[src/design/w19_pkg.sv]
// ---------------------------------------------------------------------------
// w19_pkg: shared definitions for the WELL19937a generator
// Sizes, step offsets, operation codes, datapath action codes, the
// controller/datapath interface structs and the index wrap helper.
// ---------------------------------------------------------------------------
package w19_pkg;

    // State store geometry and step offsets
    localparam int STATE_WORDS  = 624;
    localparam int ADDR_W       = 10;
    localparam int OFFSET_ONE   = 70;
    localparam int OFFSET_TWO   = 179;
    localparam int OFFSET_THREE = 449;

    // Words that a finish with no loaded words writes from the default seed
    localparam logic [ADDR_W-1:0] DEFAULT_WORDS = ADDR_W'(2);

    // Arithmetic constants
    localparam logic [31:0] SEED_MULT = 32'd1812433253;
    localparam logic [31:0] MSB_MASK  = 32'h8000_0000;
    localparam logic [31:0] LOW_MASK  = 32'h7FFF_FFFF;
    localparam logic [5:0]  WORD_BITS = 6'd32;

    // Operation codes of an input beat
    localparam logic [1:0] OP_LOAD   = 2'd0;
    localparam logic [1:0] OP_FINISH = 2'd1;
    localparam logic [1:0] OP_GEN    = 2'd2;

    // Datapath action codes issued by the controller
    localparam int ACT_W = 5;
    localparam logic [ACT_W-1:0] ACT_NONE      = 5'd0;
    localparam logic [ACT_W-1:0] ACT_CLR_WR    = 5'd1;
    localparam logic [ACT_W-1:0] ACT_LOAD_WR   = 5'd2;
    localparam logic [ACT_W-1:0] ACT_FILL_INIT = 5'd3;
    localparam logic [ACT_W-1:0] ACT_DEF_HI    = 5'd4;
    localparam logic [ACT_W-1:0] ACT_DEF_LO    = 5'd5;
    localparam logic [ACT_W-1:0] ACT_FILL_RD   = 5'd6;
    localparam logic [ACT_W-1:0] ACT_FILL_MUL  = 5'd7;
    localparam logic [ACT_W-1:0] ACT_FILL_WR   = 5'd8;
    localparam logic [ACT_W-1:0] ACT_FIN_END   = 5'd9;
    localparam logic [ACT_W-1:0] ACT_GEN_RD0   = 5'd10;
    localparam logic [ACT_W-1:0] ACT_GEN_RD1   = 5'd11;
    localparam logic [ACT_W-1:0] ACT_GEN_RD2   = 5'd12;
    localparam logic [ACT_W-1:0] ACT_GEN_CALC  = 5'd13;
    localparam logic [ACT_W-1:0] ACT_GEN_WR0   = 5'd14;
    localparam logic [ACT_W-1:0] ACT_GEN_WR1   = 5'd15;
    localparam logic [ACT_W-1:0] ACT_GEN_WR2   = 5'd16;

    // Commands from the controller to the datapath
    typedef struct packed {
        logic             accept;    // input beat taken this cycle
        logic [ACT_W-1:0] act;       // datapath action
        logic             out_load;  // move the result into the output register
    } t_cmd;

    // Status from the datapath to the controller
    typedef struct packed {
        logic count_zero;  // no seed words loaded
        logic idx_end;     // sweep index has reached the end of the store
    } t_stat;

    // Add an offset to a store index, wrapping at the store size.
    function automatic logic [ADDR_W-1:0] wrap_add(input logic [ADDR_W-1:0] base,
                                                  input logic [ADDR_W-1:0] add);
        logic [ADDR_W:0] sum;
        sum = {1'b0, base} + {1'b0, add};
        if (sum >= (ADDR_W+1)'(STATE_WORDS)) begin
            sum = sum - (ADDR_W+1)'(STATE_WORDS);
        end
        return sum[ADDR_W-1:0];
    endfunction

endpackage

[src/design/w19_ctrl.sv]
// ---------------------------------------------------------------------------
// w19_ctrl: sequencing controller
// Runs the clearing pass, the load, finish and generate sequences, and the
// input and output handshakes. Drives the datapath with one action a cycle.
// ---------------------------------------------------------------------------
module w19_ctrl (
    input  logic          i_clk,
    input  logic          i_rst_n,
    input  logic          i_in_valid,
    output logic          o_in_ready,
    input  logic [1:0]    i_operation,
    output logic          o_out_valid,
    input  logic          i_out_ready,
    output w19_pkg::t_cmd o_cmd,
    input  w19_pkg::t_stat i_stat
);
    import w19_pkg::*;

    // State codes
    localparam logic [4:0] ST_IDLE     = 5'd0;
    localparam logic [4:0] ST_CLEAR    = 5'd1;
    localparam logic [4:0] ST_LOAD     = 5'd2;
    localparam logic [4:0] ST_FIN_INIT = 5'd3;
    localparam logic [4:0] ST_FIN_HI   = 5'd4;
    localparam logic [4:0] ST_FIN_LO   = 5'd5;
    localparam logic [4:0] ST_FILL_RD  = 5'd6;
    localparam logic [4:0] ST_FILL_MUL = 5'd7;
    localparam logic [4:0] ST_FILL_WR  = 5'd8;
    localparam logic [4:0] ST_GEN_RD0  = 5'd9;
    localparam logic [4:0] ST_GEN_RD1  = 5'd10;
    localparam logic [4:0] ST_GEN_RD2  = 5'd11;
    localparam logic [4:0] ST_GEN_CALC = 5'd12;
    localparam logic [4:0] ST_GEN_WR0  = 5'd13;
    localparam logic [4:0] ST_GEN_WR1  = 5'd14;
    localparam logic [4:0] ST_GEN_WR2  = 5'd15;
    localparam logic [4:0] ST_DONE     = 5'd16;

    logic [4:0] r_state;
    logic [4:0] n_state;
    logic       r_out_valid;
    logic       n_out_valid;
    logic       in_acc;
    logic       out_free;

    assign o_in_ready  = (r_state == ST_IDLE);
    assign in_acc      = i_in_valid && o_in_ready;
    assign out_free    = !r_out_valid || i_out_ready;
    assign o_out_valid = r_out_valid;

    // Next state and datapath command
    always_comb begin
        n_state          = r_state;
        n_out_valid      = r_out_valid && !i_out_ready;
        o_cmd.accept     = in_acc;
        o_cmd.act        = ACT_NONE;
        o_cmd.out_load   = 1'b0;
        case (r_state)
            ST_IDLE: begin
                if (in_acc) begin
                    case (i_operation)
                        OP_LOAD:   n_state = ST_LOAD;
                        OP_FINISH: n_state = ST_FIN_INIT;
                        OP_GEN:    n_state = ST_GEN_RD0;
                        default:   n_state = ST_DONE;
                    endcase
                end
            end
            ST_CLEAR: begin
                if (i_stat.idx_end) begin
                    n_state = ST_IDLE;
                end else begin
                    o_cmd.act = ACT_CLR_WR;
                end
            end
            ST_LOAD: begin
                o_cmd.act = ACT_LOAD_WR;
                n_state   = ST_DONE;
            end
            ST_FIN_INIT: begin
                o_cmd.act = ACT_FILL_INIT;
                n_state   = i_stat.count_zero ? ST_FIN_HI : ST_FILL_RD;
            end
            ST_FIN_HI: begin
                o_cmd.act = ACT_DEF_HI;
                n_state   = ST_FIN_LO;
            end
            ST_FIN_LO: begin
                o_cmd.act = ACT_DEF_LO;
                n_state   = ST_FILL_RD;
            end
            ST_FILL_RD: begin
                if (i_stat.idx_end) begin
                    o_cmd.act = ACT_FIN_END;
                    n_state   = ST_DONE;
                end else begin
                    o_cmd.act = ACT_FILL_RD;
                    n_state   = ST_FILL_MUL;
                end
            end
            ST_FILL_MUL: begin
                o_cmd.act = ACT_FILL_MUL;
                n_state   = ST_FILL_WR;
            end
            ST_FILL_WR: begin
                o_cmd.act = ACT_FILL_WR;
                n_state   = ST_FILL_RD;
            end
            ST_GEN_RD0: begin
                o_cmd.act = ACT_GEN_RD0;
                n_state   = ST_GEN_RD1;
            end
            ST_GEN_RD1: begin
                o_cmd.act = ACT_GEN_RD1;
                n_state   = ST_GEN_RD2;
            end
            ST_GEN_RD2: begin
                o_cmd.act = ACT_GEN_RD2;
                n_state   = ST_GEN_CALC;
            end
            ST_GEN_CALC: begin
                o_cmd.act = ACT_GEN_CALC;
                n_state   = ST_GEN_WR0;
            end
            ST_GEN_WR0: begin
                o_cmd.act = ACT_GEN_WR0;
                n_state   = ST_GEN_WR1;
            end
            ST_GEN_WR1: begin
                o_cmd.act = ACT_GEN_WR1;
                n_state   = ST_GEN_WR2;
            end
            ST_GEN_WR2: begin
                o_cmd.act = ACT_GEN_WR2;
                n_state   = ST_DONE;
            end
            ST_DONE: begin
                // Hand the result over once the output register is free.
                if (out_free) begin
                    o_cmd.out_load = 1'b1;
                    n_out_valid    = 1'b1;
                    n_state        = ST_IDLE;
                end
            end
            default: begin
                n_state = ST_IDLE;
            end
        endcase
    end

    // State and output valid registers
    always_ff @(posedge i_clk) begin
        if (!i_rst_n) begin
            r_state     <= ST_CLEAR;
            r_out_valid <= 1'b0;
        end else begin
            r_state     <= n_state;
            r_out_valid <= n_out_valid;
        end
    end

    // An accepted beat closes the input until its sequence is done.
    a_busy_after_accept: assert property (@(posedge i_clk) disable iff (!i_rst_n)
        in_acc |=> !o_in_ready)
        else $error("input ready right after an accepted beat");

    // A result only appears at the end of a sequence.
    a_valid_from_done: assert property (@(posedge i_clk) disable iff (!i_rst_n)
        $rose(r_out_valid) |-> ($past(r_state) == ST_DONE))
        else $error("output valid raised outside the done state");

    // A finished result waits while the previous one is still held.
    a_done_waits: assert property (@(posedge i_clk) disable iff (!i_rst_n)
        (r_state == ST_DONE) && r_out_valid && !i_out_ready |=> (r_state == ST_DONE))
        else $error("result handed over while output register was full");

endmodule

[config.mk]
export PLATFORM = sky130hd
export DESIGN_NAME = w19_ctrl
export DESIGN_NICKNAME = d
export VERILOG_FILES = /design/src/design/w19_pkg.sv /design/src/design/w19_ctrl.sv
export SDC_FILE = /design/constraint.sdc
export NUM_CORES = 1
export LEC_CHECK = 0
export ABC_AREA = 1
export BUFFER_PORTS_ARGS = -buffer_cell sky130_fd_sc_hd__buf_4
export CAP_MARGIN = 10
export CORE_MARGIN = 8
export CORE_UTILIZATION = 32
export DETAILED_ROUTE_END_ITERATION = 16
export GPL_TIMING_DRIVEN = 0
export SLEW_MARGIN = 20
export SYNTH_ARGS = -nofsm -noshare
export SYNTH_HDL_FRONTEND = slang
export SYNTH_SLANG_ARGS = --single-unit
[constraint.sdc]
create_clock -name i_clk -period 1.3 [get_ports i_clk]
set_input_delay 0.26 -clock i_clk [delete_from_list [all_inputs] [get_ports i_clk]]
set_output_delay 0.26 -clock i_clk [all_outputs]
set_load 0.02 [all_outputs]
# ---- After elaboration in Yosys (flattened, before gate mapping)
# Cells that the tools add are included.
dict set report op_classes {
  eq_ne 21
  mux 14
  reduce_logical 10
}
# operator count
set op_table {}
lappend op_table {{$pmux 5 s15} 2}
lappend op_table {{$eq 5x4->1 const B} 8}
lappend op_table {{$eq 5x3->1 const B} 4}
lappend op_table {{$mux 5} 4}
lappend op_table {{$pmux 5 s3} 1}
lappend op_table {{$eq 5x2->1 const B} 2}
lappend op_table {{$eq 5x1->1 const B} 1}
lappend op_table {{$eq 5x5->1 const B} 1}
lappend op_table {{$logic_not 5->1} 1}
lappend op_table {{$mux 1} 5}
lappend op_table {{$mux 4} 1}
lappend op_table {{$ne 2x2->1 const B} 2}
lappend op_table {{$reduce_or 2->1} 2}
lappend op_table {{$reduce_and 3->1} 1}
lappend op_table {{$eq 2x1->1 const B} 1}
lappend op_table {{$eq 2x2->1 const B} 1}
lappend op_table {{$logic_and 1x1->1} 2}
lappend op_table {{$logic_not 1->1} 2}
lappend op_table {{$logic_not 2->1} 1}
lappend op_table {{$mux 2} 1}
lappend op_table {{$ne 2x1->1 const B} 1}
lappend op_table {{$logic_or 1x1->1} 1}
dict set report totals {
  register_bits 6
  inputBits 8
  output_inout_bits 9
  word_cells 47
}

# ---- Depth between registers and ports, before layout
# Gate-level depths: netlist of the first run.
dict set report logic_depth {
  word_depth 4
  depth_mapped 10
  ltp_nobuf 9
}

# ---- Least setup slack after synthesis of the first run
# No wires, ideal clock.
dict set report synth_path {
  kind {flip-flop to output port}
  startpoint {reg r_state[3]}
  endpoint {out o_cmd[1] (netlist name)}
  t_arrival_ps 1024
  path_slack_ps 16
  stages_incl_launch_ff 8
  path_buffers 0
  cell_sequence {dfxtp_1 -> inv_1 -> nand2_1 -> inv_1 -> nand3_1 -> nand2_1 -> nor2_1 -> nand3_1}
}
# item line_no
set synth_lines {}
lappend synth_lines {{start, declared} w19_ctrl.sv:38} ;# logic [4:0] r_state;
lappend synth_lines {{start signal, assigned} w19_ctrl.sv:156} ;# r_state <= n_state;
lappend synth_lines {{end, declared} w19_ctrl.sv:14} ;# output w19_pkg::t_cmd o_cmd,

==> results of run 1 <==
## kinds of logic after synthesis
group | share of synthesized area (%)
flip-flops | 18.8
AND/OR/NAND/NOR | 51.4
adder cells (fa/ha/maj) | 7.81
AO/OA/AOI/OAI | 7.62
buffers and inverters | 14.5
## power by group through the flow
stage / Clock, W / Combinational, W / Sequential, W
detailed placement: 0 / 0.000379 / 0.000230
CTS: 0.000183 / 0.000496 / 0.000235
floorplan: 0 / 0.000267 / 0.000224
global placement: 0 / 0.000380 / 0.000229
finish: 0.000175 / 0.000598 / 0.000243
global route: 0.000200 / 0.000645 / 0.000245
## flip-flops by register name (all words and copies together) (netlist names)
| signal | flops |
|---|---|
| r_state | 5 |
| o_out_valid | 1 |
## synth_stat cells
cell / instances / area, µm²
nand2_1: 33 / 124
inv_1: 16 / 60.1
nor2_1: 16 / 60.1
nand3_1: 11 / 55.1
dfxtp_1: 6 / 120
nor2_2: 5 / 31.3
ha_1: 4 / 50.1
a21oi_1: 3 / 15.0
nand2_2: 3 / 18.8
inv_2: 2 / 7.51
nand4_1: 2 / 12.5
nor2_4: 2 / 22.5
o21ai_1: 2 / 10.0
buf_4: 1 / 7.51
buf_6: 1 / 11.3
inv_4: 1 / 6.26
nor3_1: 1 / 5.00
o2111ai_1: 1 / 8.76
o211ai_1: 1 / 7.51
o21bai_1: 1 / 7.51
## metal layers
layer  vias up  wire [µm]  part of all wire [%]  track usage, %
met3         4        150                   6.8            5.08
met5         -          0                     0               0
li1        416          -                     -               -
met2        31       1150                    52            20.2
met4         0         28                   1.3            4.32
met1       396        865                    39            12.7
## worst paths after layout
kind,from,endpoint,slack (ps),depth (start not counted)
worst max-delay path,r_state[4],o_cmd[3],-290,8
worst min-delay path,i_rst_n,r_state[0],250,4
worst max register to register,r_state[3],r_state[3],-250,10
worst min register to register,r_state[4],o_out_valid,540,2
## area by class of cell
class                   count  share of cell area, %
plain buffers               1                   1.34
clock buffers               3                   2.01
inverters                  19                   6.81
multi-input cells          85                   51.1
flip-flops and latches      6                   11.9
well taps                  27                   3.01
repair buffers             31                   23.8
## through the flow
step / power, W / instance area [µm²]
finish: 0.00102 / 1120
global route: 0.00109 / 1120
CTS: 0.000915 / 1000
detailed placement: 0.000609 / 795
global placement: 0.000609 / 795
floorplan: 0.000491 / 641
## worst min-delay path, stage by stage
cell and delay, ps:
buf_4 80, nand2_1 40, inv_1 40, nand2_1 40
## placed cells by master (no fill, tap or decap), types with 4 or more instances in the layout
cell	count
nor2_1	10
nand3_2	5
nor2_4	5
inv_1	11
nor2_2	8
nand2_2	11
inv_2	6
nand2_1	22
buf_6	9
nand3_1	4
buf_4	22
ha_1	4
## timing repair
action | in CTS | in global routing
pin swaps | 9 | 17
setup buffers | 13 | 2
hold buffers | 0 | 0
endpoints found under the setup margin | 8 | 12
resized for setup | 32 | 27
==> impl_results.md, run 1 <==
- WP buf/inv: 2
- Post-Synthesis Cells: 112
- H-Tree Level Count: 1
- Residual DRC: 0
- Syn Nets: 124
- Pwr Density: 906 nW/µm²
- Clock skew: 0.522 ps
- Final WL: 2.19 mm
- Delay-heaviest family, CP: simple AND/OR/NAND/NOR gates
- Synth Cell Area: 641 µm²
- Leakage power: 0.592 nW
- Worst setup SP type: flip-flop
- Req. time, crit path: 1040 ps
- Non-Filler Instances: 172
- Layout Utilization: 58.3%
- Combinational Power Share: 58.9%
- WP data arrival: 1330 ps
- Dpl hpwl: 1.37 mm
- Int Pwr: 0.000587 W
- FF+latch area: 134 µm²
- Wirelength per Cell: 12.8 µm
- RSZ-0062 raised after global routing: true
- Port Buffers: 16
- Routability-driven placement congestion ratio: 0.812
- Core area: 1920 µm²
- Outcome: complete, but fails checks
- Min-delay worst type: input pin to flip-flop
- Fillers: 184
- Setup Slack @ Placement: -144 ps
- Sw frac: 42.2%
- Worst path slowest cell: dfxtp_2
- Total GRT Usage: 11.9%
- Via Count: 847
- Tightest Pin Transition: 292 ps
- Clock power frac: 17.2%
- Clock sink total: 6
- N_diodes: 0
- FF+latch count, synth: 6
- Final setup viols: 10
- DP Cell Count: 155
- Final Max Tran Viols: 0
- Setup ws final: -289 ps
- Syn Area/Cell: 5.72 µm²
- Multi-input logic area: 573 µm²
- Sequential-to-total area share from yosys stat: 18.8%
- Clk Latency, worst-skew pair: 250 ps
- Critical path class: flip-flop to output pin
- Sw Pwr: 0.000429 W
- Crit share post-route: 122%
- Die area: 3690 µm²
- Inserted Clock Buffers: 3
- Crit Path Max Fanout: 8
- Failing checks: negative setup slack
- Root Driver: clkbuf_4
- Max-Cap Viols: 0
- 1st-iter DRT viols: 21
- Slowest stage delay, CP: 330 ps
- Setup crit end kind: output pin
- Initial antenna violation count: 0
- Top-Level Pins: 17
- Fmax: 629 MHz
- # rows: 16
- Proportion of layout cells with a drive suffix above 1: 57.9%
- Post-DRT Antenna Nets: 0
- Pin count of the biggest net entering global routing: 9
- CTS tree: done
- Critical-path cell list: inv_4 -> nand3_4 -> nor2_4 -> nand2_4 -> nand2_2 -> nor2_2 -> nand2_1 -> buf_6
- Fin nets: 159
- Drt first pass iters: 5
- Clock transition at the registers of the reported paths: 40 ps
- Vias in the first global route: 852
- Final Hold Fails: 0
- Clock Tree Buf Depth: 2
- Yosys cell types: 20
- Die X: 60.7 µm
- Post-DR vias/cell: 4.92
- Starting Density: 33.3%
- Worst ir drop on vdd: 0.000557 V
- Post-route minimum period: 1590 ps
- First-pass GRT wire length: 3.35 mm
- Synth warn: 0
- Layout area overhead: 75.0%
- GRT Residual Overflow: 0
- Slew headroom: 80.5%
- Fin Hold WS: 253 ps
- Die height: 60.7 µm
- Seq pwr share: 23.9%
- Final setup TNS: -2190 ps
No activity file was read; power rests on OpenSTA's default activity.
==> run 2, diff against run 1 <==
--- a/config.mk
+++ b/config.mk
@@ -12,6 +12,7 @@
 export CORE_UTILIZATION = 32
 export DETAILED_ROUTE_END_ITERATION = 16
 export GPL_TIMING_DRIVEN = 0
+export PLACE_DENSITY_LB_ADDON = 0.2
 export SLEW_MARGIN = 20
 export SYNTH_ARGS = -nofsm -noshare
 export SYNTH_HDL_FRONTEND = slang
==> run 2 against run 1 <==
The run still ends with negative setup slack left. Clock power about the same. Via count down 0.71%. Sequential share of layout area up 1.3 points. Non-clock buffer count down 3.
==> impl_results.md, run 2 (same netlist as run 1, synthesis figures left out) <==
- Via Count: 841
- Worst ir drop on vdd: 0.000740 V
- CP startpoint: r_state[4]
- Core area: 1920 µm²
- Final Hold Fails: 0
- CTS tree: done
- Slew headroom: 83.2%
- Leakage power: 0.556 nW
- Final setup viols: 11
- Drt first pass iters: 4
- Post-DRT Antenna Nets: 0
- Worst Hold Depth: 4
- Clk Latency, worst-skew pair: 250 ps
- Cts hold-fix bufs: 0
- Fin Hold WS: 256 ps
- R2R Setup Slk: -130 ps
- Hold Crit Start: i_rst_n
- N_diodes: 0
- Min-delay worst type: input pin to flip-flop
- RR Startpoint: r_state[1]
- Final setup TNS: -2290 ps
- GRT Residual Overflow: 0
- Post-layout instance area: 1050 µm²
- Pwr Density: 908 nW/µm²
- Max reg flops: 5
- Tightest Pin Transition: 251 ps
- Sw frac: 43.2%
- Most frequent cells in the layout: nand2_1, buf_4, nor2_1, inv_1, nand2_2
- Critical-path cell list: clkinvlp_4 -> buf_6 -> nand3_4 -> nand2_2 -> nor2_1 -> nand3_1 -> buf_6
- Die height: 60.7 µm
- Outcome: complete, but fails checks
- Total GRT Usage: 12.4%
- Proportion of layout cells with a drive suffix above 1: 51.7%
- Critical path class: flip-flop to output pin
- H-Tree Level Count: 1
- Largest Register: r_state
- Die area: 3690 µm²
- Combinational Power Share: 55.6%
- Final Total Pwr: 0.000954 W
- Top-Level Pins: 17
- Worst path slowest cell: dfxtp_4
- 1st-iter DRT viols: 28
- Fillers: 203
- First-pass GRT wire length: 3.45 mm
- DP Area: 795 µm²
- Delay-heaviest family, CP: buffers and inverters
- Clock skew: 3.85 ps
- Initial antenna violation count: 0
- Reg2reg end: r_state[4]
- Worst Hold Path EP: r_state[0]
- FF+latch area: 139 µm²
- Multi-input logic area: 524 µm²
- Pin count of the biggest net entering global routing: 9
- Inserted Clock Buffers: 3
- Final WL: 2.32 mm
- Most common cell after layout, fill and taps aside: nand2_1
- Root Driver: clkbuf_4
- Setup crit end kind: output pin
- Slowest stage delay, CP: 380 ps
- Most frequent CP cell: buf_6
- Fin nets: 157
- # rows: 16
- Residual DRC: 0
- Sw Pwr: 0.000412 W
- Seq pwr share: 25.9%
- Layout area overhead: 64.1%
- Max-Cap Viols: 0
- Int Pwr: 0.000542 W
- Worst R2R Path Depth: 10
- WP data arrival: 1360 ps
- Failing checks: negative setup slack
- Clock transition at the registers of the reported paths: 50 ps
- RSZ-0062 raised after global routing: true
- Die X: 60.7 µm
- Crit Path Max Fanout: 4
- Clock Tree Buf Depth: 2
- Dpl hpwl: 1.39 mm
- Setup ws final: -316 ps
- Post-route minimum period: 1620 ps
- Port Buffers: 16
- Setup Slack @ Placement: -146 ps
- Post-DR vias/cell: 4.95
- Clock power frac: 18.4%
- Worst setup SP type: flip-flop
- Crit share post-route: 124%
- Clock sink total: 6
- Final Max Tran Viols: 0
- Vias in the first global route: 821
- Wirelength per Cell: 13.6 µm
- Fmax: 619 MHz
- Req. time, crit path: 1040 ps
- WP buf/inv: 3
- Routability-driven placement congestion ratio: 0.853
- Starting Density: 33.3%
## run 2: what timing repair did
| item | CTS | global route |
|---|---|---|
| endpoints found under the setup margin | 8 | 12 |
| cloned | 1 | 0 |
| pin swaps | 13 | 7 |
| buffers inserted | 10 | 3 |
| resized for setup | 38 | 10 |
## run 2: power by group through the flow
stage / logic, W / clock network (W) / registers, W
floorplan: 0.000267 / 0 / 0.000224
global placement: 0.000383 / 0 / 0.000229
detailed placement: 0.000380 / 0 / 0.000228
CTS: 0.000463 / 0.000183 / 0.000246
global route: 0.000569 / 0.000193 / 0.000250
finish: 0.000531 / 0.000176 / 0.000247
## run 2: worst max-delay path by stage
stage,endpoint,cells past startpoint
2_1_floorplan,o_cmd[1],7
3_3_place_gp,o_cmd[1],8
3_5_place_dp,o_cmd[1],8
4_1_cts,o_cmd[1],7
5_1_grt,o_cmd[3],8
6_report,o_cmd[1],7
## run 2: through the flow
step | util (%) | cells
after floorplan | - | 112
after global placement | 41.3 | 155
after detailed placement | 41.3 | 155
after CTS | 51.7 | 167
after global routing | 54.7 | 170
final | 54.7 | 170
## run 2: layer usage
layer  GRT usage, %  share of wire [%]  up-vias
met3           4.24                6.7        6
met2           22.5                 52       36
met4           4.32                1.5        0
met1           12.8                 40      391
li1               -                  -      408
met5              0                  0        -
## run 2: area by class of cell
cell class	instances	share of cell area, %
multi-input cells	85	49.9
repair inverters	1	0.714
clock buffers	3	2.14
repair buffers	29	23.6
well taps	27	3.21
inverters	19	7.26
flip-flops and latches	6	13.2
## run 2: worst register-to-register path, delay by kind of cell, from the launching register on
| kind | cells | cell delay, ps |
|---|---|---|
| and+or+nand+nor | 6 | 490 |
| DFF | 1 | 390 |
| buffers and inverters | 3 | 360 |
| AOI/OAI and AO/OA | 1 | 120 |
==> run 3, diff against run 2 <==
--- a/config.mk
+++ b/config.mk
@@ -9,7 +9,7 @@
 export BUFFER_PORTS_ARGS = -buffer_cell sky130_fd_sc_hd__buf_4
 export CAP_MARGIN = 10
 export CORE_MARGIN = 8
-export CORE_UTILIZATION = 32
+export CORE_UTILIZATION = 40
 export DETAILED_ROUTE_END_ITERATION = 16
 export GPL_TIMING_DRIVEN = 0
 export PLACE_DENSITY_LB_ADDON = 0.2
==> run 3 against run 2 <==
The flow still finishes with violations (negative setup slack). Sequential cell count unchanged. Clock skew increased by 8.0 ps. Via count increased by 4.0%. Highest routed layer unchanged. Critical path type unchanged. Combinational power increased by 7.5%. Non-clock buffer count increased by 4. Hold slack improved by 1.2 ps. Sequential power increased by 4%. Critical endpoint unchanged. Largest power group unchanged. Setup slack got worse by 78 ps. Count of clock-buffer cells in the layout unchanged.
==> impl_results.md, run 3 (same netlist as run 1, synthesis figures left out) <==
- Total GRT Usage: 12.2%
- Clock skew: 11.9 ps
- Final Hold Fails: 0
- Tightest Pin Transition: 256 ps
- Port Buffers: 16
- Clock Tree Buf Depth: 2
- Post-route minimum period: 1690 ps
- Clk Latency, worst-skew pair: 250 ps
- Proportion of layout cells with a drive suffix above 1: 57.1%
- WL met3: 212 µm
- Setup ws final: -394 ps
- Die height: 56.0 µm
- R2R Setup Slk: -190 ps
- Fillers: 103
- Crit share post-route: 130%
- WP data arrival: 1430 ps
- H-Tree Level Count: 1
- RSZ-0062 raised after global routing: true
- Most frequent cells in the layout: buf_4, nand2_1, inv_1, nand2_2, nor2_1
- Starting Density: 42.5%
- Most common cell after layout, fill and taps aside: buf_4
- Via Count: 875
- Req. time, crit path: 1040 ps
- Max-Cap Viols: 0
- Cts hold-fix bufs: 0
- Fmax: 590 MHz
- Dpl hpwl: 1.33 mm
- Die area: 3140 µm²
- Routability-driven placement congestion ratio: 0.895
- Highest routed layer: met4
- Drt first pass iters: 4
- Outcome: complete, but fails checks
- N_diodes: 0
- Final Max Tran Viols: 0
- Critical path class: flip-flop to output pin
- Most frequent CP cell: buf_6
- Critical-path cell list: clkinvlp_4 -> buf_6 -> nand3_2 -> nand2_1 -> nor2_1 -> nand3_1 -> buf_6
- Layout Utilization: 73.3%
- CTS tree: done
- Die X: 56.0 µm
- Pwr Density: 915 nW/µm²
- Failing checks: negative setup slack
- Post-DR vias/cell: 5.37
- Max reg flops: 5
- DR WL met2: 1.21 mm
- Leakage power: 0.604 nW
- Largest Register: r_state
- Hold Crit Start: i_rst_n
- Final setup viols: 12
- Core area: 1510 µm²
- Inserted Clock Buffers: 3
- Setup crit end kind: output pin
- First-pass GRT wire length: 3.24 mm
- Worst setup SP type: flip-flop
- Final setup TNS: -2830 ps
- Worst ir drop on vdd: 0.000646 V
- GRT Residual Overflow: 0
- Top-Level Pins: 17
- Final WL: 2.45 mm
- Crit Path Max Fanout: 4
- Slew headroom: 82.8%
- Clock transition at the registers of the reported paths: 60 ps
- CP startpoint: r_state[4]
- Root Driver: clkbuf_4
- Worst path slowest cell: dfxtp_4
- # rows: 14
- Pin count of the biggest net entering global routing: 8
- Min-delay worst type: input pin to flip-flop
- Final Total Pwr: 0.00101 W
- Wirelength per Cell: 15.0 µm
- Fin nets: 161
- WL met1: 950 µm
- 1st-iter DRT viols: 39
- Slowest stage delay, CP: 390 ps
- Residual DRC: 0
- RR Startpoint: r_state[4]
- Non-Filler Instances: 163
- DP Cell Count: 144
- Layout area overhead: 72.3%
- Clock sink total: 6
- Post-DRT Antenna Nets: 0
- Initial antenna violation count: 0
- Vias in the first global route: 783
## run 3: changes by cell type in the layout (fill, tap and decap cells not counted), sizes merged
cell	change
buf	+4
## run 3: final timing paths
check	to	cells past startpoint
max	o_cmd[1]	7
min	r_state[0]	4
max reg2reg	r_state[0]	10
min reg2reg	o_out_valid	4
## run 3: metrics by stage
stage	hold slack [ps]	area (µm²)	worst slack, ps
2_1_floorplan	407	641	15.8
3_3_place_gp	519	781	-142
3_5_place_dp	520	781	-160
4_1_cts	254	956	-278
5_1_grt	283	1100	-460
6_report	257	1100	-394
## run 3: timing repair
action	4_1_cts	5_1_grt
cloned	1	0
resized for setup	32	25
buffers inserted	8	9
setup endpoints to repair	8	12
pin swaps	8	17
## run 3: routing by layer
metal / GRT usage, % / vias to the layer above
met4: 6.87 / 0
met1: 13.0 / 395
li1: - / 420
met2: 20.3 / 50
met3: 4.11 / 10
met5: 0 / -
## run 3: critical path, delay by kind of cell, from the launching register on
kind	cells	cell delay, ps
buffers and inverters	3	420
DFF	1	390
and+or+nand+nor	4	360
## run 3: area by class of cell
| cell class | instances | area (µm²) | share of cell area (%) |
|---|---|---|---|
| Timing Repair Buffer | 33 | 278 | 25.2 |
| Timing Repair inverter | 1 | 7.51 | 0.680 |
| Sequential cell | 6 | 136 | 12.4 |
| Tap cell | 16 | 20.0 | 1.81 |
| Clock buffer | 3 | 22.5 | 2.04 |
| Inverter | 19 | 83.8 | 7.60 |
| Multi-Input combinational cell | 85 | 556 | 50.3 |
## run 3: power breakdown
part | leakage (nW) | total (W) | switching [W] | internal [W]
clock | 0.0138 | 0.000182 | 0.0000772 | 0.000105
combinational | 0.538 | 0.000571 | 0.000311 | 0.000260
sequential | 0.0519 | 0.000256 | 0.0000527 | 0.000203
total | 0.604 | 0.00101 | 0.000441 | 0.000568
